## src/rtl/core/iaf_pkg.sv

```systemverilog
// ----------------------------------------------------------------------------
// Integer to ASCII formatter package
// Shared request, response and format types, operation codes and ASCII
// constants for the formatter blocks.
// ----------------------------------------------------------------------------
package iaf_pkg;

    // Default parameter values.
    localparam int DEF_MAX_WIDTH  = 63;
    localparam int DEF_VALUE_BITS = 64;

    // Fixed field widths.
    localparam int OP_W    = 3;
    localparam int VALUE_W = 64;
    localparam int WIDTH_W = 6;
    localparam int SM_W    = 2;
    localparam int CH_W    = 8;

    // Conversion kinds.
    localparam logic [OP_W-1:0] OP_UDEC = 3'd0;
    localparam logic [OP_W-1:0] OP_SDEC = 3'd1;
    localparam logic [OP_W-1:0] OP_HEXL = 3'd2;
    localparam logic [OP_W-1:0] OP_HEXU = 3'd3;
    localparam logic [OP_W-1:0] OP_OCT  = 3'd4;
    localparam logic [OP_W-1:0] OP_CHAR = 3'd5;

    // Forced sign modes for positive signed values.
    localparam logic [SM_W-1:0] SM_NONE  = 2'd0;
    localparam logic [SM_W-1:0] SM_PLUS  = 2'd1;
    localparam logic [SM_W-1:0] SM_SPACE = 2'd2;

    // ASCII characters.
    localparam logic [CH_W-1:0] CH_ZERO    = 8'h30;
    localparam logic [CH_W-1:0] CH_UPPER_A = 8'h41;
    localparam logic [CH_W-1:0] CH_LOWER_A = 8'h61;
    localparam logic [CH_W-1:0] CH_MINUS   = 8'h2D;
    localparam logic [CH_W-1:0] CH_PLUS    = 8'h2B;
    localparam logic [CH_W-1:0] CH_SPACE   = 8'h20;

    // One conversion request.
    typedef struct packed {
        logic [OP_W-1:0]    op;
        logic               wide;
        logic [VALUE_W-1:0] value;
        logic [WIDTH_W-1:0] width;
        logic               left_justify;
        logic               zero_pad;
        logic [SM_W-1:0]    sign_mode;
    } t_req;

    // One output character.
    typedef struct packed {
        logic [CH_W-1:0] ch;
        logic            last;
    } t_rsp;

    // Field layout handed from the digit generator to the emitter.
    typedef struct packed {
        logic               left_justify;
        logic               zero_pad;
        logic [WIDTH_W-1:0] width;
        logic               has_sign;
        logic [CH_W-1:0]    sign_ch;
        logic               upper;
        logic               is_char;
        logic [CH_W-1:0]    char_ch;
    } t_fmt;

endpackage

```

## src/rtl/core/iaf_digit_gen.sv

```systemverilog
// ----------------------------------------------------------------------------
// Digit generator
// Takes a request, builds its digits (double dabble for decimal, one bit per
// cycle, a direct load for hex and octal), trims leading zeros one digit per
// cycle and holds them for the emitter to read out; a character skips both.
// ----------------------------------------------------------------------------
module iaf_digit_gen
    import iaf_pkg::*;
#(
    parameter int MAX_WIDTH  = DEF_MAX_WIDTH,
    parameter int VALUE_BITS = DEF_VALUE_BITS,
    localparam int NDIG  = (VALUE_BITS + 2) / 3,
    localparam int IDX_W = $clog2(NDIG),
    localparam int CNT_W = $clog2(NDIG + 1)
) (
    input  logic             i_clk,
    input  logic             i_rst_n,
    input  logic             i_req_valid,
    output logic             o_req_ready,
    input  t_req             i_req,
    output logic             o_done,
    output t_fmt             o_fmt,
    output logic [CNT_W-1:0] o_nd,
    input  logic             i_release,
    input  logic [IDX_W-1:0] i_rd_addr,
    output logic [3:0]       o_rd_dig
);

    localparam int BIT_W = $clog2(VALUE_BITS + 1);
    localparam int EXT_W = 4 * NDIG;

    typedef enum logic [1:0] {
        G_IDLE,
        G_DABBLE,
        G_SCAN,
        G_DONE
    } t_gstate;

    t_gstate               r_state, n_state;
    t_fmt                  r_fmt, n_fmt;
    logic [CNT_W-1:0]      r_nd, n_nd;
    logic [IDX_W-1:0]      r_ptr, n_ptr;
    logic [VALUE_BITS-1:0] r_sh, n_sh;
    logic [BIT_W-1:0]      r_bits, n_bits;
    logic [3:0]            r_dig [NDIG];
    logic [3:0]            n_dig [NDIG];

    logic [VALUE_BITS-1:0] w_mask;
    logic [VALUE_BITS-1:0] w_mag;
    logic [VALUE_BITS-1:0] w_abs;
    logic [EXT_W-1:0]      w_ext;
    logic                  w_sbit;
    logic                  w_neg;
    logic                  w_force;
    logic [3:0]            w_adj [NDIG];
    logic [IDX_W-1:0]      w_rd_idx;

    // Operand selection, masking and magnitude of negative values.
    always_comb begin
        w_mask  = i_req.wide ? '1 : VALUE_BITS'(32'hFFFF_FFFF);
        w_mag   = i_req.value[VALUE_BITS-1:0] & w_mask;
        w_sbit  = i_req.wide ? w_mag[VALUE_BITS-1] : w_mag[31];
        w_neg   = (i_req.op == OP_SDEC) && w_sbit;
        w_force = (i_req.op == OP_SDEC) && !w_sbit && (w_mag != '0)
                  && ((i_req.sign_mode == SM_PLUS) || (i_req.sign_mode == SM_SPACE));
        w_abs   = w_neg ? ((VALUE_BITS'(0) - w_mag) & w_mask) : w_mag;
        w_ext   = EXT_W'(w_abs);
    end

    // Single read port: the scan owns it until the digits are handed over.
    assign w_rd_idx = (r_state == G_DONE) ? i_rd_addr : r_ptr;
    assign o_rd_dig = r_dig[w_rd_idx];

    // Add-three correction of every BCD digit before the next shift.
    always_comb begin
        for (int i = 0; i < NDIG; i++) begin
            w_adj[i] = (r_dig[i] >= 4'd5) ? r_dig[i] + 4'd3 : r_dig[i];
        end
    end

    // Next-state logic.
    always_comb begin
        n_state = r_state;
        n_fmt   = r_fmt;
        n_nd    = r_nd;
        n_ptr   = r_ptr;
        n_sh    = r_sh;
        n_bits  = r_bits;
        for (int i = 0; i < NDIG; i++) begin
            n_dig[i] = r_dig[i];
        end

        case (r_state)
            G_IDLE: begin
                if (i_req_valid && (i_req.op <= OP_CHAR)) begin
                    n_fmt.left_justify = i_req.left_justify;
                    n_fmt.zero_pad     = i_req.zero_pad && (i_req.op != OP_CHAR);
                    n_fmt.width        = (i_req.width > WIDTH_W'(MAX_WIDTH)) ?
                                         WIDTH_W'(MAX_WIDTH) : i_req.width;
                    n_fmt.has_sign     = w_neg || w_force;
                    n_fmt.sign_ch      = w_neg ? CH_MINUS :
                                         (i_req.sign_mode == SM_PLUS) ? CH_PLUS : CH_SPACE;
                    n_fmt.upper        = (i_req.op == OP_HEXU);
                    n_fmt.is_char      = (i_req.op == OP_CHAR);
                    n_fmt.char_ch      = i_req.value[CH_W-1:0];
                    n_ptr              = IDX_W'(NDIG - 1);
                    if (i_req.op == OP_CHAR) begin
                        n_nd    = CNT_W'(1);
                        n_state = G_DONE;
                    end else if ((i_req.op == OP_UDEC) || (i_req.op == OP_SDEC)) begin
                        for (int i = 0; i < NDIG; i++) begin
                            n_dig[i] = '0;
                        end
                        n_sh    = i_req.wide ? w_abs : (w_abs << (VALUE_BITS - 32));
                        n_bits  = i_req.wide ? BIT_W'(VALUE_BITS) : BIT_W'(32);
                        n_state = G_DABBLE;
                    end else begin
                        for (int i = 0; i < NDIG; i++) begin
                            n_dig[i] = (i_req.op == OP_OCT) ? {1'b0, w_ext[3*i +: 3]} :
                                                              w_ext[4*i +: 4];
                        end
                        n_state = G_SCAN;
                    end
                end
            end
            G_DABBLE: begin
                // Shift the next magnitude bit into the corrected BCD chain.
                n_dig[0] = {w_adj[0][2:0], r_sh[VALUE_BITS-1]};
                for (int i = 1; i < NDIG; i++) begin
                    n_dig[i] = {w_adj[i][2:0], w_adj[i-1][3]};
                end
                n_sh   = r_sh << 1;
                n_bits = r_bits - BIT_W'(1);
                if (r_bits == BIT_W'(1)) begin
                    n_state = G_SCAN;
                end
            end
            G_SCAN: begin
                // Step down past leading zeros; at least one digit remains.
                if ((r_ptr != '0) && (o_rd_dig == 4'd0)) begin
                    n_ptr = r_ptr - IDX_W'(1);
                end else begin
                    n_nd    = CNT_W'(r_ptr) + CNT_W'(1);
                    n_state = G_DONE;
                end
            end
            G_DONE: begin
                if (i_release) begin
                    n_state = G_IDLE;
                end
            end
            default: begin
                n_state = G_IDLE;
            end
        endcase
    end

    // State and datapath registers.
    always_ff @(posedge i_clk) begin
        if (!i_rst_n) begin
            r_state <= G_IDLE;
        end else begin
            r_state <= n_state;
        end
        r_fmt  <= n_fmt;
        r_nd   <= n_nd;
        r_ptr  <= n_ptr;
        r_sh   <= n_sh;
        r_bits <= n_bits;
        for (int i = 0; i < NDIG; i++) begin
            r_dig[i] <= n_dig[i];
        end
    end

    assign o_req_ready = (r_state == G_IDLE);
    assign o_done      = (r_state == G_DONE);
    assign o_fmt       = r_fmt;
    assign o_nd        = r_nd;

endmodule

```

## src/rtl/core/iaf_emitter.sv

```systemverilog
// ----------------------------------------------------------------------------
// Character emitter
// Walks through left pad, sign, zero pad, digits and right pad, one
// character per cycle, into an output register that holds under stall.
// ----------------------------------------------------------------------------
module iaf_emitter
    import iaf_pkg::*;
#(
    parameter int VALUE_BITS = DEF_VALUE_BITS,
    localparam int NDIG  = (VALUE_BITS + 2) / 3,
    localparam int IDX_W = $clog2(NDIG),
    localparam int CNT_W = $clog2(NDIG + 1)
) (
    input  logic             i_clk,
    input  logic             i_rst_n,
    input  logic             i_done,
    input  t_fmt             i_fmt,
    input  logic [CNT_W-1:0] i_nd,
    output logic             o_release,
    output logic [IDX_W-1:0] o_rd_addr,
    input  logic [3:0]       i_rd_dig,
    output logic             o_rsp_valid,
    input  logic             i_rsp_ready,
    output t_rsp             o_rsp
);

    typedef enum logic [2:0] {
        PH_IDLE,
        PH_LPAD,
        PH_SIGN,
        PH_ZPAD,
        PH_DIG,
        PH_RPAD
    } t_phase;

    t_phase             r_phase, n_phase;
    t_fmt               r_fmt, n_fmt;
    logic [CNT_W-1:0]   r_nd, n_nd;
    logic [WIDTH_W-1:0] r_pad, n_pad;
    logic [WIDTH_W-1:0] r_cnt, n_cnt;
    logic [WIDTH_W-1:0] r_rem, n_rem;
    t_rsp               r_out, n_out;
    logic               r_out_valid, n_out_valid;

    logic               c_idle;
    t_fmt               c_fmt;
    logic [CNT_W-1:0]   c_nd;
    logic [WIDTH_W-1:0] c_pad;
    logic [WIDTH_W-1:0] w_len;
    logic [WIDTH_W-1:0] w_start_pad;
    logic               w_en_lpad, w_en_zpad, w_en_rpad;
    t_phase             w_next_ph;
    logic [WIDTH_W-1:0] w_load;
    logic [WIDTH_W-1:0] w_cnt_m1;
    logic               w_step;
    logic               w_start;
    logic [CH_W-1:0]    w_dig_ch;
    logic [CH_W-1:0]    w_ch;

    // Phase that follows the current one, skipping empty phases.
    function automatic t_phase next_ph(t_phase cur, logic lp, logic sg, logic zp, logic rp);
        t_phase nx;
        case (cur)
            PH_IDLE: nx = lp ? PH_LPAD : sg ? PH_SIGN : zp ? PH_ZPAD : PH_DIG;
            PH_LPAD: nx = sg ? PH_SIGN : zp ? PH_ZPAD : PH_DIG;
            PH_SIGN: nx = zp ? PH_ZPAD : PH_DIG;
            PH_ZPAD: nx = PH_DIG;
            PH_DIG:  nx = rp ? PH_RPAD : PH_IDLE;
            PH_RPAD: nx = PH_IDLE;
            default: nx = PH_IDLE;
        endcase
        return nx;
    endfunction

    // Field layout of the current or the starting conversion.
    always_comb begin
        c_idle      = (r_phase == PH_IDLE);
        w_len       = WIDTH_W'(i_nd) + WIDTH_W'(i_fmt.has_sign);
        w_start_pad = (i_fmt.width > w_len) ? i_fmt.width - w_len : '0;
        c_fmt       = c_idle ? i_fmt : r_fmt;
        c_nd        = c_idle ? i_nd : r_nd;
        c_pad       = c_idle ? w_start_pad : r_pad;
        w_en_lpad   = !c_fmt.left_justify && !c_fmt.zero_pad && (c_pad != '0);
        w_en_zpad   = !c_fmt.left_justify && c_fmt.zero_pad && (c_pad != '0);
        w_en_rpad   = c_fmt.left_justify && (c_pad != '0);
        w_next_ph   = next_ph(r_phase, w_en_lpad, c_fmt.has_sign, w_en_zpad, w_en_rpad);
        // The sign is a single character; pads run for the pad count.
        w_load      = (w_next_ph == PH_DIG)  ? WIDTH_W'(c_nd) :
                      (w_next_ph == PH_SIGN) ? WIDTH_W'(1) : c_pad;
        w_start     = c_idle && i_done;
        w_step      = !c_idle && (!r_out_valid || i_rsp_ready);
        w_cnt_m1    = r_cnt - WIDTH_W'(1);
    end

    // Digits are stored least significant first; read them top down.
    assign o_rd_addr = w_cnt_m1[IDX_W-1:0];
    assign o_release = w_step && (r_phase == PH_DIG) && (r_cnt == WIDTH_W'(1));

    // Character of the current phase.
    always_comb begin
        if (i_rd_dig < 4'd10) begin
            w_dig_ch = CH_ZERO + CH_W'(i_rd_dig);
        end else begin
            w_dig_ch = (r_fmt.upper ? CH_UPPER_A : CH_LOWER_A) + CH_W'(i_rd_dig)
                       - CH_W'(10);
        end
        case (r_phase)
            PH_SIGN: w_ch = r_fmt.sign_ch;
            PH_ZPAD: w_ch = CH_ZERO;
            PH_DIG:  w_ch = r_fmt.is_char ? r_fmt.char_ch : w_dig_ch;
            default: w_ch = CH_SPACE;
        endcase
    end

    // Next-state logic.
    always_comb begin
        n_phase     = r_phase;
        n_fmt       = r_fmt;
        n_nd        = r_nd;
        n_pad       = r_pad;
        n_cnt       = r_cnt;
        n_rem       = r_rem;
        n_out       = r_out;
        n_out_valid = r_out_valid && !i_rsp_ready;

        if (w_start) begin
            n_fmt   = i_fmt;
            n_nd    = i_nd;
            n_pad   = w_start_pad;
            n_rem   = w_start_pad + w_len;
            n_phase = w_next_ph;
            n_cnt   = w_load;
        end else if (w_step) begin
            n_out.ch    = w_ch;
            n_out.last  = (r_rem == WIDTH_W'(1));
            n_out_valid = 1'b1;
            n_rem       = r_rem - WIDTH_W'(1);
            if (r_cnt == WIDTH_W'(1)) begin
                n_phase = w_next_ph;
                n_cnt   = w_load;
            end else begin
                n_cnt = w_cnt_m1;
            end
        end
    end

    // State and output registers.
    always_ff @(posedge i_clk) begin
        if (!i_rst_n) begin
            r_phase     <= PH_IDLE;
            r_out_valid <= 1'b0;
        end else begin
            r_phase     <= n_phase;
            r_out_valid <= n_out_valid;
        end
        r_fmt <= n_fmt;
        r_nd  <= n_nd;
        r_pad <= n_pad;
        r_cnt <= n_cnt;
        r_rem <= n_rem;
        r_out <= n_out;
    end

    assign o_rsp_valid = r_out_valid;
    assign o_rsp       = r_out;

endmodule

```

## src/rtl/core/integer_to_ascii_formatter_unit.sv

```systemverilog
// ----------------------------------------------------------------------------
// Integer to ASCII formatter unit
// Formats one printf-style integer or character conversion per request.
// ----------------------------------------------------------------------------
// Usage:
// A request (i_req_valid / o_req_ready, payload i_req) carries the value,
// the conversion kind and the field options. The characters leave on the
// response channel (o_rsp_valid / i_rsp_ready, payload o_rsp), one per
// cycle while the receiver is ready, with last set on the final character.
// Requests with an unused kind are taken and produce nothing.
// Decimal conversions shift the value through a double dabble converter
// one bit per cycle; all numeric kinds then scan down from the top digit
// position until a nonzero digit or the lowest position. The emitter then
// loads the field layout and registers each character into its output
// register. The digit store is the only one, so the next request is taken
// once the last digit has been read out; trailing pad may still be
// draining then.
// A stalled receiver holds the output register and the character walk.
// Reset is synchronous and returns both stages to idle, dropping any work.
// ----------------------------------------------------------------------------
module integer_to_ascii_formatter_unit
    import iaf_pkg::*;
#(
    parameter int MAX_WIDTH  = DEF_MAX_WIDTH,
    parameter int VALUE_BITS = DEF_VALUE_BITS
) (
    input  logic i_clk,
    input  logic i_rst_n,
    input  logic i_req_valid,
    output logic o_req_ready,
    input  t_req i_req,
    output logic o_rsp_valid,
    input  logic i_rsp_ready,
    output t_rsp o_rsp
);

    localparam int NDIG  = (VALUE_BITS + 2) / 3;
    localparam int IDX_W = $clog2(NDIG);
    localparam int CNT_W = $clog2(NDIG + 1);

    logic             w_done;
    t_fmt             w_fmt;
    logic [CNT_W-1:0] w_nd;
    logic             w_release;
    logic [IDX_W-1:0] w_rd_addr;
    logic [3:0]       w_rd_dig;

    // Digit generation and storage.
    iaf_digit_gen #(
        .MAX_WIDTH  (MAX_WIDTH),
        .VALUE_BITS (VALUE_BITS)
    ) u_gen (
        .i_clk       (i_clk),
        .i_rst_n     (i_rst_n),
        .i_req_valid (i_req_valid),
        .o_req_ready (o_req_ready),
        .i_req       (i_req),
        .o_done      (w_done),
        .o_fmt       (w_fmt),
        .o_nd        (w_nd),
        .i_release   (w_release),
        .i_rd_addr   (w_rd_addr),
        .o_rd_dig    (w_rd_dig)
    );

    // Field assembly and character output.
    iaf_emitter #(
        .VALUE_BITS (VALUE_BITS)
    ) u_emit (
        .i_clk       (i_clk),
        .i_rst_n     (i_rst_n),
        .i_done      (w_done),
        .i_fmt       (w_fmt),
        .i_nd        (w_nd),
        .o_release   (w_release),
        .o_rd_addr   (w_rd_addr),
        .i_rd_dig    (w_rd_dig),
        .o_rsp_valid (o_rsp_valid),
        .i_rsp_ready (i_rsp_ready),
        .o_rsp       (o_rsp)
    );

`ifndef SYNTHESIS
    // The emitter only frees the digit store while it holds a finished conversion.
    a_release_done: assert property (@(posedge i_clk) disable iff (!i_rst_n)
        w_release |-> w_done)
        else $error("digit store released while no conversion is held");

    // A finished conversion always has at least one digit.
    a_nd_nonzero: assert property (@(posedge i_clk) disable iff (!i_rst_n)
        w_done |-> (w_nd != '0))
        else $error("finished conversion with no digits");

    // The character kind never carries a sign.
    a_char_nosign: assert property (@(posedge i_clk) disable iff (!i_rst_n)
        (w_done && w_fmt.is_char) |-> !w_fmt.has_sign)
        else $error("character conversion with a sign");
`endif

endmodule
```

## config.mk

```make
export PLATFORM = sky130hd
export DESIGN_NAME = integer_to_ascii_formatter_unit
export DESIGN_NICKNAME = d
export VERILOG_FILES = /design/src/rtl/core/iaf_pkg.sv /design/src/rtl/core/iaf_digit_gen.sv /design/src/rtl/core/iaf_emitter.sv /design/src/rtl/core/integer_to_ascii_formatter_unit.sv
export SDC_FILE = /design/constraint.sdc
export NUM_CORES = 1
export LEC_CHECK = 0
export CORE_ASPECT_RATIO = 0.7
export CORE_MARGIN = 5
export CORE_UTILIZATION = 39
export DETAILED_ROUTE_END_ITERATION = 7
export DONT_BUFFER_PORTS = 1
export RECOVER_POWER = 100
export SLEW_MARGIN = 20
export SYNTH_ARGS = -nofsm -noshare
export SYNTH_HDL_FRONTEND = slang
export SYNTH_SLANG_ARGS = --single-unit
```

## constraint.sdc

```tcl
create_clock -name i_clk -period 15.6 [get_ports i_clk]
set_input_delay 3.12 -clock i_clk [delete_from_list [all_inputs] [get_ports i_clk]]
set_output_delay 3.12 -clock i_clk [all_outputs]
set_load 0.02 [all_outputs]
```

## Word level (Yosys, flattened, before mapping)

Memories as Yosys holds them, arrays and structs flattened.
Cells that the tools add are included.

- Memory bits (writable): 88
- Output and inout bits: 11
- Word-level logic and storage cells: 267
- Bits of input ports: 82
- Memories: 1
- Register bits: 173

Memory list:

| name | depth | width | rd ports | clocked after memory_dff | write ports | line | text |
|---|---|---|---|---|---|---|---|
| u_gen.r_dig | 22 | 4 | 23 | 0 | 22 | iaf_digit_gen.sv:45 | `logic [3:0] r_dig [NDIG];` |

- Magnitude comparators: 26
- Mux-type cells: 102
- Add/subtract/negate cells: 34
- Bitwise logic cells: 3
- Equality and inequality tests: 27
- Reduce and logical (&&, ||, !) cells: 45

Operators with widths:

| kind | number |
|---|---|
| 64-bit two-way mux | 6 |
| 88-bit two-way mux | 3 |
| 88-bit one-hot mux with 2 select lines | 1 |
| 4-bit two-way mux | 38 |
| 64-bit AND | 2 |
| 64-bit one-hot mux with 2 select lines | 1 |
| 4-bit by 3-bit >= comparator with 1-bit output (second input constant) | 22 |
| 4-bit by 2-bit adder with 4-bit output (second input constant) | 21 |
| 64-bit nonzero test | 1 |
| 1-bit by 64-bit subtractor with 64-bit output (first input constant) | 1 |
| 6-bit two-way mux | 10 |
| 3-bit two-way mux | 13 |
| 5-bit two-way mux | 7 |
| 7-bit two-way mux | 4 |
| 27-bit two-way mux | 1 |
| 8-bit one-hot mux with 3 select lines | 1 |
| 5-bit one-hot mux with 2 select lines | 2 |
| 1-bit logical AND | 17 |
| 8-bit two-way mux | 2 |
| 3-bit one-hot mux with 5 select lines | 1 |
| 7-bit one-hot mux with 2 select lines | 1 |
| 3-bit by 2-bit equality test with 1-bit output (second input constant) | 4 |
| 3-bit equality test (second input constant) | 4 |
| 6-bit by 1-bit equality test with 1-bit output (second input constant) | 2 |
| 37 further kinds | 72 |

## Longest topological paths before layout

Gate-level depths: netlist of run 1.

- Depth in word-level cells: 16
- Depth in mapped cells: 19
- Depth with buffers taken out: 18

## Hierarchy

A second synthesis of run 1 with hierarchy kept.

- Cells, all modules: 1791
- Area total of the unflattened synthesis: 16953.8 um2

Modules (own cells, without submodules):

| module | instances | sequential area each (um2) | area an instance (um2) | cells each |
|---|---|---|---|---|
| iaf_digit_gen | 1 | 5775.5 | 13400.4 | 1452 |
| iaf_emitter | 1 | 1671.6 | 3553.4 | 339 |

## Worst setup path after synthesis of run 1

OpenSTA, ideal clock, no wires.

- Kind: reg-to-reg
- Start point: register u_gen.r_state[0]
- End point: register u_gen.r_bits[0] (enable)
- Setup time: 0.436 ns
- Cell stages (with the launch flop): 6
- Required time: 15.164 ns
- Slack: 5.809 ns
- Path buffers: 1
- Period minus slack after synthesis: 9.791 ns
- Arrival time: 9.354 ns
- Path through: dfxtp_1 > inv_1 > ha_1 > clkbuf_1 > o21ai_0 > and2_1

- Longest elaborated chain between the ends: 3
- Elaborated cells on any way between the ends: 7
- Those cells by class: eq/ne (4); reduce/logical (3)

RTL lines:

| what | line | text |
|---|---|---|
| start: declaration | iaf_digit_gen.sv:39 | `t_gstate r_state, n_state;` |
| start signal: assignment | iaf_digit_gen.sv:163 | `r_state <= n_state;` |
| 2-bit zero test * | n/a |  |
| via o_req_ready | integer_to_ascii_formatter_unit.sv:30 | `output logic o_req_ready,` |
| 2-bit by 1-bit inequality test with 1-bit output (no line), or another cell as far along | n/a |  |
| 4-bit AND reduction (no line) * | n/a |  |
| end signal: assignment | iaf_digit_gen.sv:169 | `r_bits <= n_bits;` |
| end: declaration | iaf_digit_gen.sv:44 | `logic [BIT_W-1:0] r_bits, n_bits;` |

Mark *: on every way through the listed nets, which the timed path passes. The rest lies on a longest branch.
A chain may end at the register's enable or synchronous reset.

==> metrics.txt, run 1 <==
post-synthesis async set-or-reset flop share 0; Cell variety after synth 82; Mapped Cells 1607; H-tree depth 1; Ports 93; Rel. slew slack -1.48; flops & latches, synth approximately 250; Min Clock Period, post-route approximately 9.7 ns; r2r setup slk 5.94 ns; Pleak 6.07 nW; TNS Setup 0 ns; CTS resizes 0; Max Cap Viol 7; CP max stage delay ~2.9 ns; core area approximately 41000 um^2; Die Y about 180 um; Avg Synthesized Cell Area approximately 10 um^2; Clock Skew about 0.029 ns; Final Hold Vio Count 0; Layout area overhead 7.73%; fin nets 1725; GR Util met1 0.321; # Post-CTS Setup Buffers 0; Post-DP HPWL around 36000 um; min-delay worst type flip-flop to flip-flop; Root Driver clkbuf_16; synth top area cells edfxtp_1, ha_1, nand2_1; clock latency on the worst-skew pair 0.58 ns; Initial DRC Count 1684; antenna-violating nets left 0; die area 45500 um^2; synth warn 0; Vias/cell 6.06; Num CTS Buffers 28; Worst-path clk slew ~0.060 ns; GRT met3 Usage 0.0565; Clock Path Buffers 3; WP data arrival 9.74 ns; Worst EP required approximately 16 ns; Top FF cell, synth edfxtp_1; Synth area leader edfxtp_1; Cell Count, Final, Fillers Out around 2100; Final period util 0.619; CTS tree built; max-slew violations 354; largest net degree at the start of global routing 73; Slowest cell on crit path o21ai_0; Power Total ~3.0 mW; largest fanout on the critical path approximately 70; post-route cell area 17300 um^2; # setup viols final 0; Pwr Density 176 nW/um^2; placed inst area around 17000 um^2; layout cells sized above 1 0.0555; vias in the first global route between 10000 and 15000; DRC Markers 0; RSZ-0062 raised after global routing no; Slew @ Worst Pin roughly 3.7 ns; Post-synth EDFFs between 200 and 250; CP Class flip-flop to flip-flop; DIE WIDTH ~250 um; sequential fraction of the synthesis area 0.454; GR peak layer met1; status finished, violations left; Post-Syn Nets between 1500 and 2000; Post-Syn Area 16100 um^2; wire per inst about 24 um; grt ovf 0; placed insts 2083; Final GP Congestion around 0.90; first-pass GRT wire length roughly 75000 um; Vias between 10000 and 15000; Rows a little over 60; antenna violations before repair 0; DRT Pass-1 Iters 6; post-synth top area share 0.446; fmax just over 100 MHz; Starting Density 0.393; total wire length 50300 um; number of hold buffers added after cts 0; PortBufs 0; ant diodes 0; met2 Resource Use GR 0.298; failing checks capacitance limit, slew limit; CTS sink count roughly 250; Total GRT Usage 0.211; CP cell instances inv_1 -> ha_1 -> clkbuf_1 -> inv_1 -> o21ai_0 -> clkbuf_1; Worst IR Drop VDD 95.3 uV; Critical Path Source Type flip-flop; crit path capture type flip-flop
==> state kept, by name (all words and copies together), names as in the netlist <==
signal,cells
u_gen.r_dig,88
u_gen.r_sh,64
u_gen.o_fmt,22
u_emit.r_fmt,16
u_emit.o_rsp,9
u_gen.r_bits,7
u_emit.r_cnt,6
u_emit.r_pad,6
u_emit.r_rem,6
u_emit.r_nd,5
u_gen.o_nd,5
u_gen.r_ptr,5
u_emit.r_phase,3
u_gen.r_state,2
u_emit.o_rsp_valid,1
==> worst max-delay path, delay by kind of cell, from the launching register on <==
family,cells,cell delay [ns]
buffers and inverters,4,5.74
AO/OA/AOI/OAI,1,2.87
flip-flops,1,0.34
adder cells (fa/ha/maj),1,0.14
==> layer usage <==
metal	vias to the layer above	part of all wire
li1	5866	-
met1	6268	0.46
met2	665	0.42
met3	105	0.099
met4	0	0.026
met5	-	0
==> worst paths after layout <==
kind                         start                  to  cells after the start
setup / recovery  u_gen.r_state[1]  u_gen.r_dig[19][0]                      6
hold / removal      u_gen.o_fmt[8]     u_emit.r_fmt[8]                      0
setup reg to reg  u_gen.r_state[1]  u_gen.r_dig[19][0]                      6
hold reg to reg     u_gen.o_fmt[8]     u_emit.r_fmt[8]                      0
==> report_power, final <==
| part | switching, mW | leakage (nW) | internal (mW) | total (mW) |
|---|---|---|---|---|
| sequential | 0.159 | 2.28 | 1.00 | 1.16 |
| combinational | 0.772 | 3.37 | 0.480 | 1.25 |
| clock | 0.282 | 0.413 | 0.348 | 0.629 |
| total | 1.21 | 6.07 | 1.83 | 3.04 |
==> stage by stage <==
step | hold WS, ns | setup slack, ns | util
5_1_grt | 0.431 | 5.25 | 0.424
4_1_cts | 0.421 | 9.99 | 0.426
2_1_floorplan | 0.400 | 5.81 | -
3_5_place_dp | 0.407 | 9.37 | 0.405
3_3_place_gp | 0.403 | 9.40 | 0.405
6_report | 0.419 | 5.94 | 0.424
==> kinds of logic (layout without fill, tap and decap cells) <==
family / after synthesis / in the layout / share of synthesized area
AOI/OAI and AO/OA: 451 / 451 / 0.179
and+or+nand+nor: 496 / 496 / 0.150
xor gates and xnor gates: 120 / 120 / 0.0658
adders and majority gates: 74 / 74 / 0.0585
muxes: 59 / 59 / 0.0518
buffers and inverters: 162 / 142 / 0.0409
DFF: 245 / 245 / 0.454
==> layout make-up <==
class                           count  area [um^2]
Fill cell                        3882        23600
Inverter                           81          304
Tap cell                          544          681
Multi-Input combinational cell   1200         8110
Clock buffer                       35          727
Clock inverter                     13          124
Timing Repair Buffer               13         78.8
Sequential cell                   245         7300
==> layout by cell type, fill, tap and decap left out, types with 9 or more instances in the layout <==
| master | instances |
|---|---|
| nand3_1 | 22 |
| o22ai_1 | 26 |
| a21oi_1 | 108 |
| nor2b_1 | 12 |
| nor3b_1 | 20 |
| mux4_2 | 18 |
| a211oi_1 | 10 |
| edfxtp_1 | 239 |
| mux2i_1 | 35 |
| a2bb2oi_1 | 9 |
| a22oi_1 | 19 |
| o221ai_1 | 27 |
| and3_1 | 10 |
| nand2_1 | 194 |
| ha_1 | 72 |
| a31oi_1 | 10 |
| xor2_1 | 45 |
| a22o_1 | 13 |
| or3_1 | 10 |
| nor3_1 | 17 |
| o21ai_0 | 140 |
| inv_1 | 80 |
| a21o_1 | 13 |
| clkbuf_1 | 12 |
| o211ai_1 | 13 |
| xnor2_1 | 74 |
| clkbuf_16 | 28 |
| nor2_1 | 108 |
| nand2b_1 | 46 |
| nor4_1 | 12 |
| o31ai_1 | 15 |
==> cells in the mapped netlist (13+ instances only) <==
| cell type | instances |
|---|---|
| a22o_1 | 13 |
| o22ai_1 | 26 |
| mux2i_1 | 36 |
| nor2_1 | 107 |
| nor3b_1 | 20 |
| a21oi_1 | 107 |
| and2_1 | 13 |
| xor2_1 | 45 |
| inv_1 | 80 |
| o31ai_1 | 14 |
| nand2_1 | 194 |
| edfxtp_1 | 239 |
| clkbuf_1 | 65 |
| nor3_1 | 17 |
| a22oi_1 | 19 |
| ha_1 | 72 |
| nand3_1 | 23 |
| mux4_2 | 18 |
| o21ai_0 | 135 |
| o221ai_1 | 27 |
| xnor2_1 | 74 |
| a21o_1 | 13 |
| nand2b_1 | 46 |
(Power assumes the default switching activity.)
==> inputs of run 2 (changes only) <==
==> constraint.sdc (replaced) <==
create_clock -name i_clk -period 8.45 [get_ports i_clk]
set_input_delay 1.69 -clock i_clk [delete_from_list [all_inputs] [get_ports i_clk]]
set_output_delay 1.69 -clock i_clk [all_outputs]
set_load 0.02 [all_outputs]
==> run 2 against run 1 <==
The flow still finishes with violations (capacitance limit, slew limit). Non-clock buffer count decreased by 3. Register-to-register slack worse by 3.6 ns. Highest routed layer unchanged. Sequential share of layout area shrank 0.079 points. Critical endpoint is now u_gen.r_dig[17][0]. Critical path depth down 1.
==> metrics.txt, run 2 (synthesized netlist as in run 1, its figures left out) <==
Layout area overhead 7.93%; core area 40900 um^2 (unchanged); Final Hold Vio Count 0 (unchanged); DIE WIDTH 253 um (unchanged); max-slew violations 294 (-17%); largest fanout on the critical path 69 (-4.2%); min-delay worst type flip-flop to flip-flop; layout cells sized above 1 0.0567 (+0.00130); CTS resizes 0 (unchanged); Die Y 180 um (unchanged); PortBufs 0 (unchanged); TNS Setup 0 ns (unchanged); wire per inst 23.1 um (-2.1%); H-tree depth 1 (unchanged); number of hold buffers added after cts 0 (unchanged); Total GRT Usage 0.207 (-0.00355); Worst-path clk slew 0.06 ns (about the same); failing checks capacitance limit, slew limit; RSZ-0062 raised after global routing no; Largest register FFs 88 (unchanged); area of the multi-input gates 8130 um^2 (+0.29%); most common cell after layout, fill and taps aside edfxtp_1; commonest non-fill, non-tap cells in the layout edfxtp_1, nand2_1, o21ai_0, a21oi_1, nor2_1; R2R Path Start u_gen.r_state[1]; Num CTS Buffers 28 (unchanged); DRC Markers 0 (unchanged); Pwr Density 324 nW/um^2 (+85%); Rel. slew slack -1.06 (+0.415); CTS sink count 245 (unchanged); Clock Path Buffers 3 (unchanged); clock latency on the worst-skew pair 0.58 ns (about the same); Reg2Reg Depth 5 (-1); final hold slack 0.418 ns (-0.000586 ns); Final GP Congestion 0.905 (about the same); Critical Path Source Type flip-flop; antenna-violating nets left 0 (unchanged); Worst IR Drop VDD 185 uV (+94%); placed insts 2079 (-0.19%); Min Clock Period, post-route 6.11 ns (-3.55 ns); Root Driver clkbuf_16; die area 45500 um^2 (unchanged); vias in the first global route 11791 (-1.1%); fmax 164 MHz (+58%); Max Cap Viol 5 (-2); Starting Density 0.393 (unchanged); Slew @ Worst Pin 3.10 ns (-0.623 ns); grt ovf 0 (unchanged); Worst EP required 8.61 ns (-7.08 ns); fin nets 1722 (-0.17%); first-pass GRT wire length 74100 um (-1.3%); Ports 93 (unchanged); CTS tree built; register area 7300 um^2 (unchanged); DRT Pass-1 Iters 7 (+1); WP data arrival 6.27 ns (-3.47 ns); Vias 12810 (-0.73%); crit path capture type flip-flop; Clock Skew 0.0185 ns (-0.0104 ns); antenna violations before repair 1 (+1); Final period util 0.723 (+0.104); r2r setup slk 2.34 ns (-3.60 ns); # setup viols final 0 (unchanged); Cell Count, Final, Fillers Out 2131 (unchanged); Rows 62 (unchanged); largest net degree at the start of global routing 71 (-2.7%); # Post-CTS Setup Buffers 0 (unchanged); RR Endpoint u_gen.r_dig[17][0]; status finished, violations left; Initial DRC Count 1594 (-5.3%); Setup crit end u_gen.r_dig[17][0]; Vias/cell 6.01 (-0.73%); CP Class flip-flop to flip-flop; Post-DP HPWL 35500 um (-2.0%); total wire length 49200 um (-2.1%); Crit. Startpoint u_gen.r_state[1]; layout filler cell count 3863 (-0.49%); Most flops, register u_gen.r_dig; Pleak 6.07 nW (about the same)
-- run 2: cell count changes in the layout (fill, tap and decap cells not counted), sizes merged --
cell      before  now
clkbuf        40   45
clkinv        13    9
buf            8    5
clkinvlp       0    1
diode          0    1
-- run 2: stage by stage --
step	cell area [um^2]	worst slack [ns]	util	total power, mW
2_1_floorplan	16100	1.10	-	3.76
3_3_place_gp	16500	3.20	0.404	4.38
3_5_place_dp	16500	3.19	0.404	4.42
4_1_cts	17400	3.28	0.426	5.62
5_1_grt	17400	1.84	0.424	5.97
6_report	17400	2.34	0.424	5.63
-- run 2: final cells by class --
cell class / count / share of cell area
clock buffer: 40 / 0.0447
antenna: 1 / 0.000144
tap: 544 / 0.0392
sequential: 245 / 0.421
timing repair buffer: 10 / 0.00332
clock inverter: 10 / 0.00591
inverter: 81 / 0.0175
multi-input combinational: 1200 / 0.469
-- run 2: worst max-delay path, stage by stage (launching register included) --
cell	delay, ns
dfxtp_1	0.34
inv_1	0.09
ha_1	1.68
inv_1	1.12
o21ai_4	0.89
clkbuf_2	1.50
-- run 2: how the worst min path moves through the flow --
stage	start	endpoint	slack (ns)	cells after the start
finish	u_gen.o_fmt[1]	u_emit.r_fmt[1]	0.42	0
global route	u_gen.o_fmt[8]	u_emit.r_fmt[8]	0.42	0
CTS	u_gen.o_fmt[8]	u_emit.r_fmt[8]	0.42	0
detailed placement	u_gen.o_fmt[1]	u_emit.r_fmt[1]	0.41	0
global placement	u_gen.o_fmt[8]	u_emit.r_fmt[8]	0.40	0
floorplan	u_gen.o_fmt[0]	u_emit.r_fmt[0]	0.40	0
-- run 2: per-layer routing --
layer  global-route usage  routed length [um]  up-vias
met5                    0                   0        -
met1                0.322               22000     6207
met4               0.0551                1450        0
li1                     -                   -     5857
met2                0.286               20400      651
met3               0.0503                5290       95
-- run 2: power by group --
part | switching (mW) | internal [mW] | total (mW)
clock network | 0.516 | 0.670 | 1.19
registers | 0.291 | 1.84 | 2.13
logic | 1.44 | 0.880 | 2.32
total | 2.24 | 3.39 | 5.63
==> inputs of run 3 (changes only) <==
==> constraint.sdc (replaced) <==
create_clock -name i_clk -period 6.37 [get_ports i_clk]
set_input_delay 1.274 -clock i_clk [delete_from_list [all_inputs] [get_ports i_clk]]
set_output_delay 1.274 -clock i_clk [all_outputs]
set_load 0.02 [all_outputs]
==> run 3 against run 2 <==
The run still ends with capacitance limit, slew limit left. Maximum frequency up 15%. Register-to-register slack lost 1.3 ns. Clock power increased by 45%. Via count decreased by 0.26%. Count of clock-buffer cells in the layout is 5 lower. Sequential power is 32% higher. Sequential cell count unchanged. First-iteration DRC count shrank 4.6%. Die area stayed put. Non-clock buffer count increased by 1. Setup slack got worse by 1.3 ns. Final area increased by 0.43%. Critical path type unchanged. Largest power group unchanged.
==> metrics.txt, run 3 (synthesized netlist as in run 1, its figures left out) <==
placed insts 2080 (+0.048%); Rel. slew slack -0.429 (+0.634); crit path capture type flip-flop; Reg2Reg Depth 6 (+1); Worst IR Drop VDD 313 uV (+70%); switching share of total power 0.384 (-0.0147); largest fanout on the critical path 56 (-19%); Vias 12777 (-0.26%); Most flops, register u_gen.r_dig; grt ovf 0 (unchanged); die area 45500 um^2 (unchanged); DRT Pass-1 Iters 6 (-1); sequential power share 0.373 (-0.005); largest net degree at the start of global routing 87 (+23%); Clock Skew 0.0281 ns (+0.00963 ns); first-pass GRT wire length 73300 um (-0.99%); Min-Delay Endpoint u_emit.r_fmt[11]; Root Driver clkbuf_16; clock latency on the worst-skew pair 0.56 ns (-0.02 ns); Final GP Congestion 0.931 (+2.9%); hold path start u_gen.o_fmt[11]; Final Hold Vio Count 0 (unchanged); placed inst area 16500 um^2 (unchanged); DRC Markers 0 (unchanged); Initial DRC Count 1521 (-4.6%); TNS Setup 0 ns (unchanged); Max Cap Viol 6 (+1); commonest non-fill, non-tap cells in the layout edfxtp_1, nand2_1, o21ai_0, nor2_1, a21oi_1; failing checks capacitance limit, slew limit; R2R Path Start u_gen.r_state[1]; ant diodes 0 (-1); core area 40900 um^2 (unchanged); WP data arrival 5.45 ns (-0.82 ns); Final period util 0.834 (+0.111); Rows 62 (unchanged); # Post-CTS Setup Buffers 0 (unchanged); Min Clock Period, post-route 5.31 ns (-0.797 ns); Util after Layout 0.426 (+0.00184); setup slack after layout 1.06 ns (-1.28 ns); Clk pwr share 0.229 (+0.018); Starting Density 0.393 (unchanged); CTS sink count 245 (unchanged); Logic pwr share 0.398 (-0.013); r2r setup slk 1.06 ns (-1.28 ns); PortBufs 0 (unchanged); H-tree depth 1 (unchanged); P_int 4.65 mW (+37%); CP Class flip-flop to flip-flop; Total GRT Usage 0.205 (-0.00241); DIE WIDTH 253 um (unchanged); post-route cell area 17400 um^2 (+0.43%); min-delay worst type flip-flop to flip-flop; antenna-violating nets left 0 (unchanged); fmax 188 MHz (+15%); Layout area overhead 8.40%; CTS resizes 0 (unchanged); Clock Path Buffers 3 (unchanged); # setup viols final 0 (unchanged); wire per inst 22.7 um (-1.6%); antenna violations before repair 1 (unchanged); Num CTS Buffers 27 (-3.6%); Slew @ Worst Pin 2.14 ns (-0.952 ns); dpl ws 1.55 ns (-1.64 ns); Cell Count, Final, Fillers Out 2131 (unchanged); status finished, violations left; Pwr Density 433 nW/um^2 (+33%); final hold slack 0.420 ns (+0.00167 ns); hold path depth 0 (unchanged); CTS tree built; max-slew violations 265 (-9.9%); Post-DP HPWL 34600 um (-2.6%); Worst-path clk slew 0.06 ns (about the same); vias in the first global route 11846 (+0.47%); Ports 93 (unchanged); sw power 2.89 mW (+29%); Critical Path Source Type flip-flop; Die Y 180 um (unchanged); number of hold buffers added after cts 0 (unchanged); Largest register FFs 88 (unchanged); Worst EP required 6.51 ns (-2.10 ns); RR Endpoint u_gen.r_dig[17][0]; most common cell after layout, fill and taps aside edfxtp_1; Pleak 6.12 nW (+0.87%); RSZ-0062 raised after global routing no; total wire length 48400 um (-1.6%); Power Total 7.54 mW (+34%); layout cells sized above 1 0.0586 (+0.00185); Vias/cell 6.00 (-0.26%); fin nets 1722 (unchanged)
run 3: final cells by class:
type	instances	area, um^2
Fill cell	3938	23500
Multi-Input combinational cell	1200	8100
Sequential cell	245	7300
Clock buffer	35	726
Tap cell	544	681
Inverter	81	304
Clock inverter	15	231
Timing Repair Buffer	11	90.1
run 3: critical path: stages (launching register included):
cell	delay, ns
dfxtp_1	0.33
inv_1	0.08
ha_1	1.21
inv_1	0.17
o21ai_0	1.62
buf_16	0.25
clkbuf_2	1.14
run 3: how the worst max path moves through the flow:
stage	slack, ns	startpoint	endpoint	cells past startpoint
3_3_place_gp	1.64	u_gen.r_state[0]	u_gen.r_ptr[3]	10
3_5_place_dp	1.55	u_gen.r_state[0]	u_gen.r_ptr[2]	10
6_report	1.06	u_gen.r_state[1]	u_gen.r_dig[17][0]	6
4_1_cts	1.52	u_gen.r_state[0]	u_gen.r_ptr[1]	10
2_1_floorplan	0.74	u_gen.r_state[0]	u_gen.r_bits[0]	5
5_1_grt	0.55	u_gen.r_state[0]	u_gen.r_dig[21][2]	5
run 3: power groups by stage:
stage	clock (mW)	sequential, mW	combinational [mW]
2_1_floorplan	0	2.68	2.30
3_3_place_gp	0	2.82	2.92
3_5_place_dp	0	2.83	2.96
4_1_cts	1.74	2.80	2.98
5_1_grt	1.81	2.86	3.33
6_report	1.72	2.81	3.00
run 3: metal layers:
metal | GRT usage | wire length (um) | vias to the layer above
li1 | - | - | 5873
met1 | 0.312 | 22100 | 6188
met2 | 0.289 | 20200 | 614
met3 | 0.0533 | 4750 | 100
met4 | 0.0519 | 1340 | 2
met5 | 0 | 13 | -
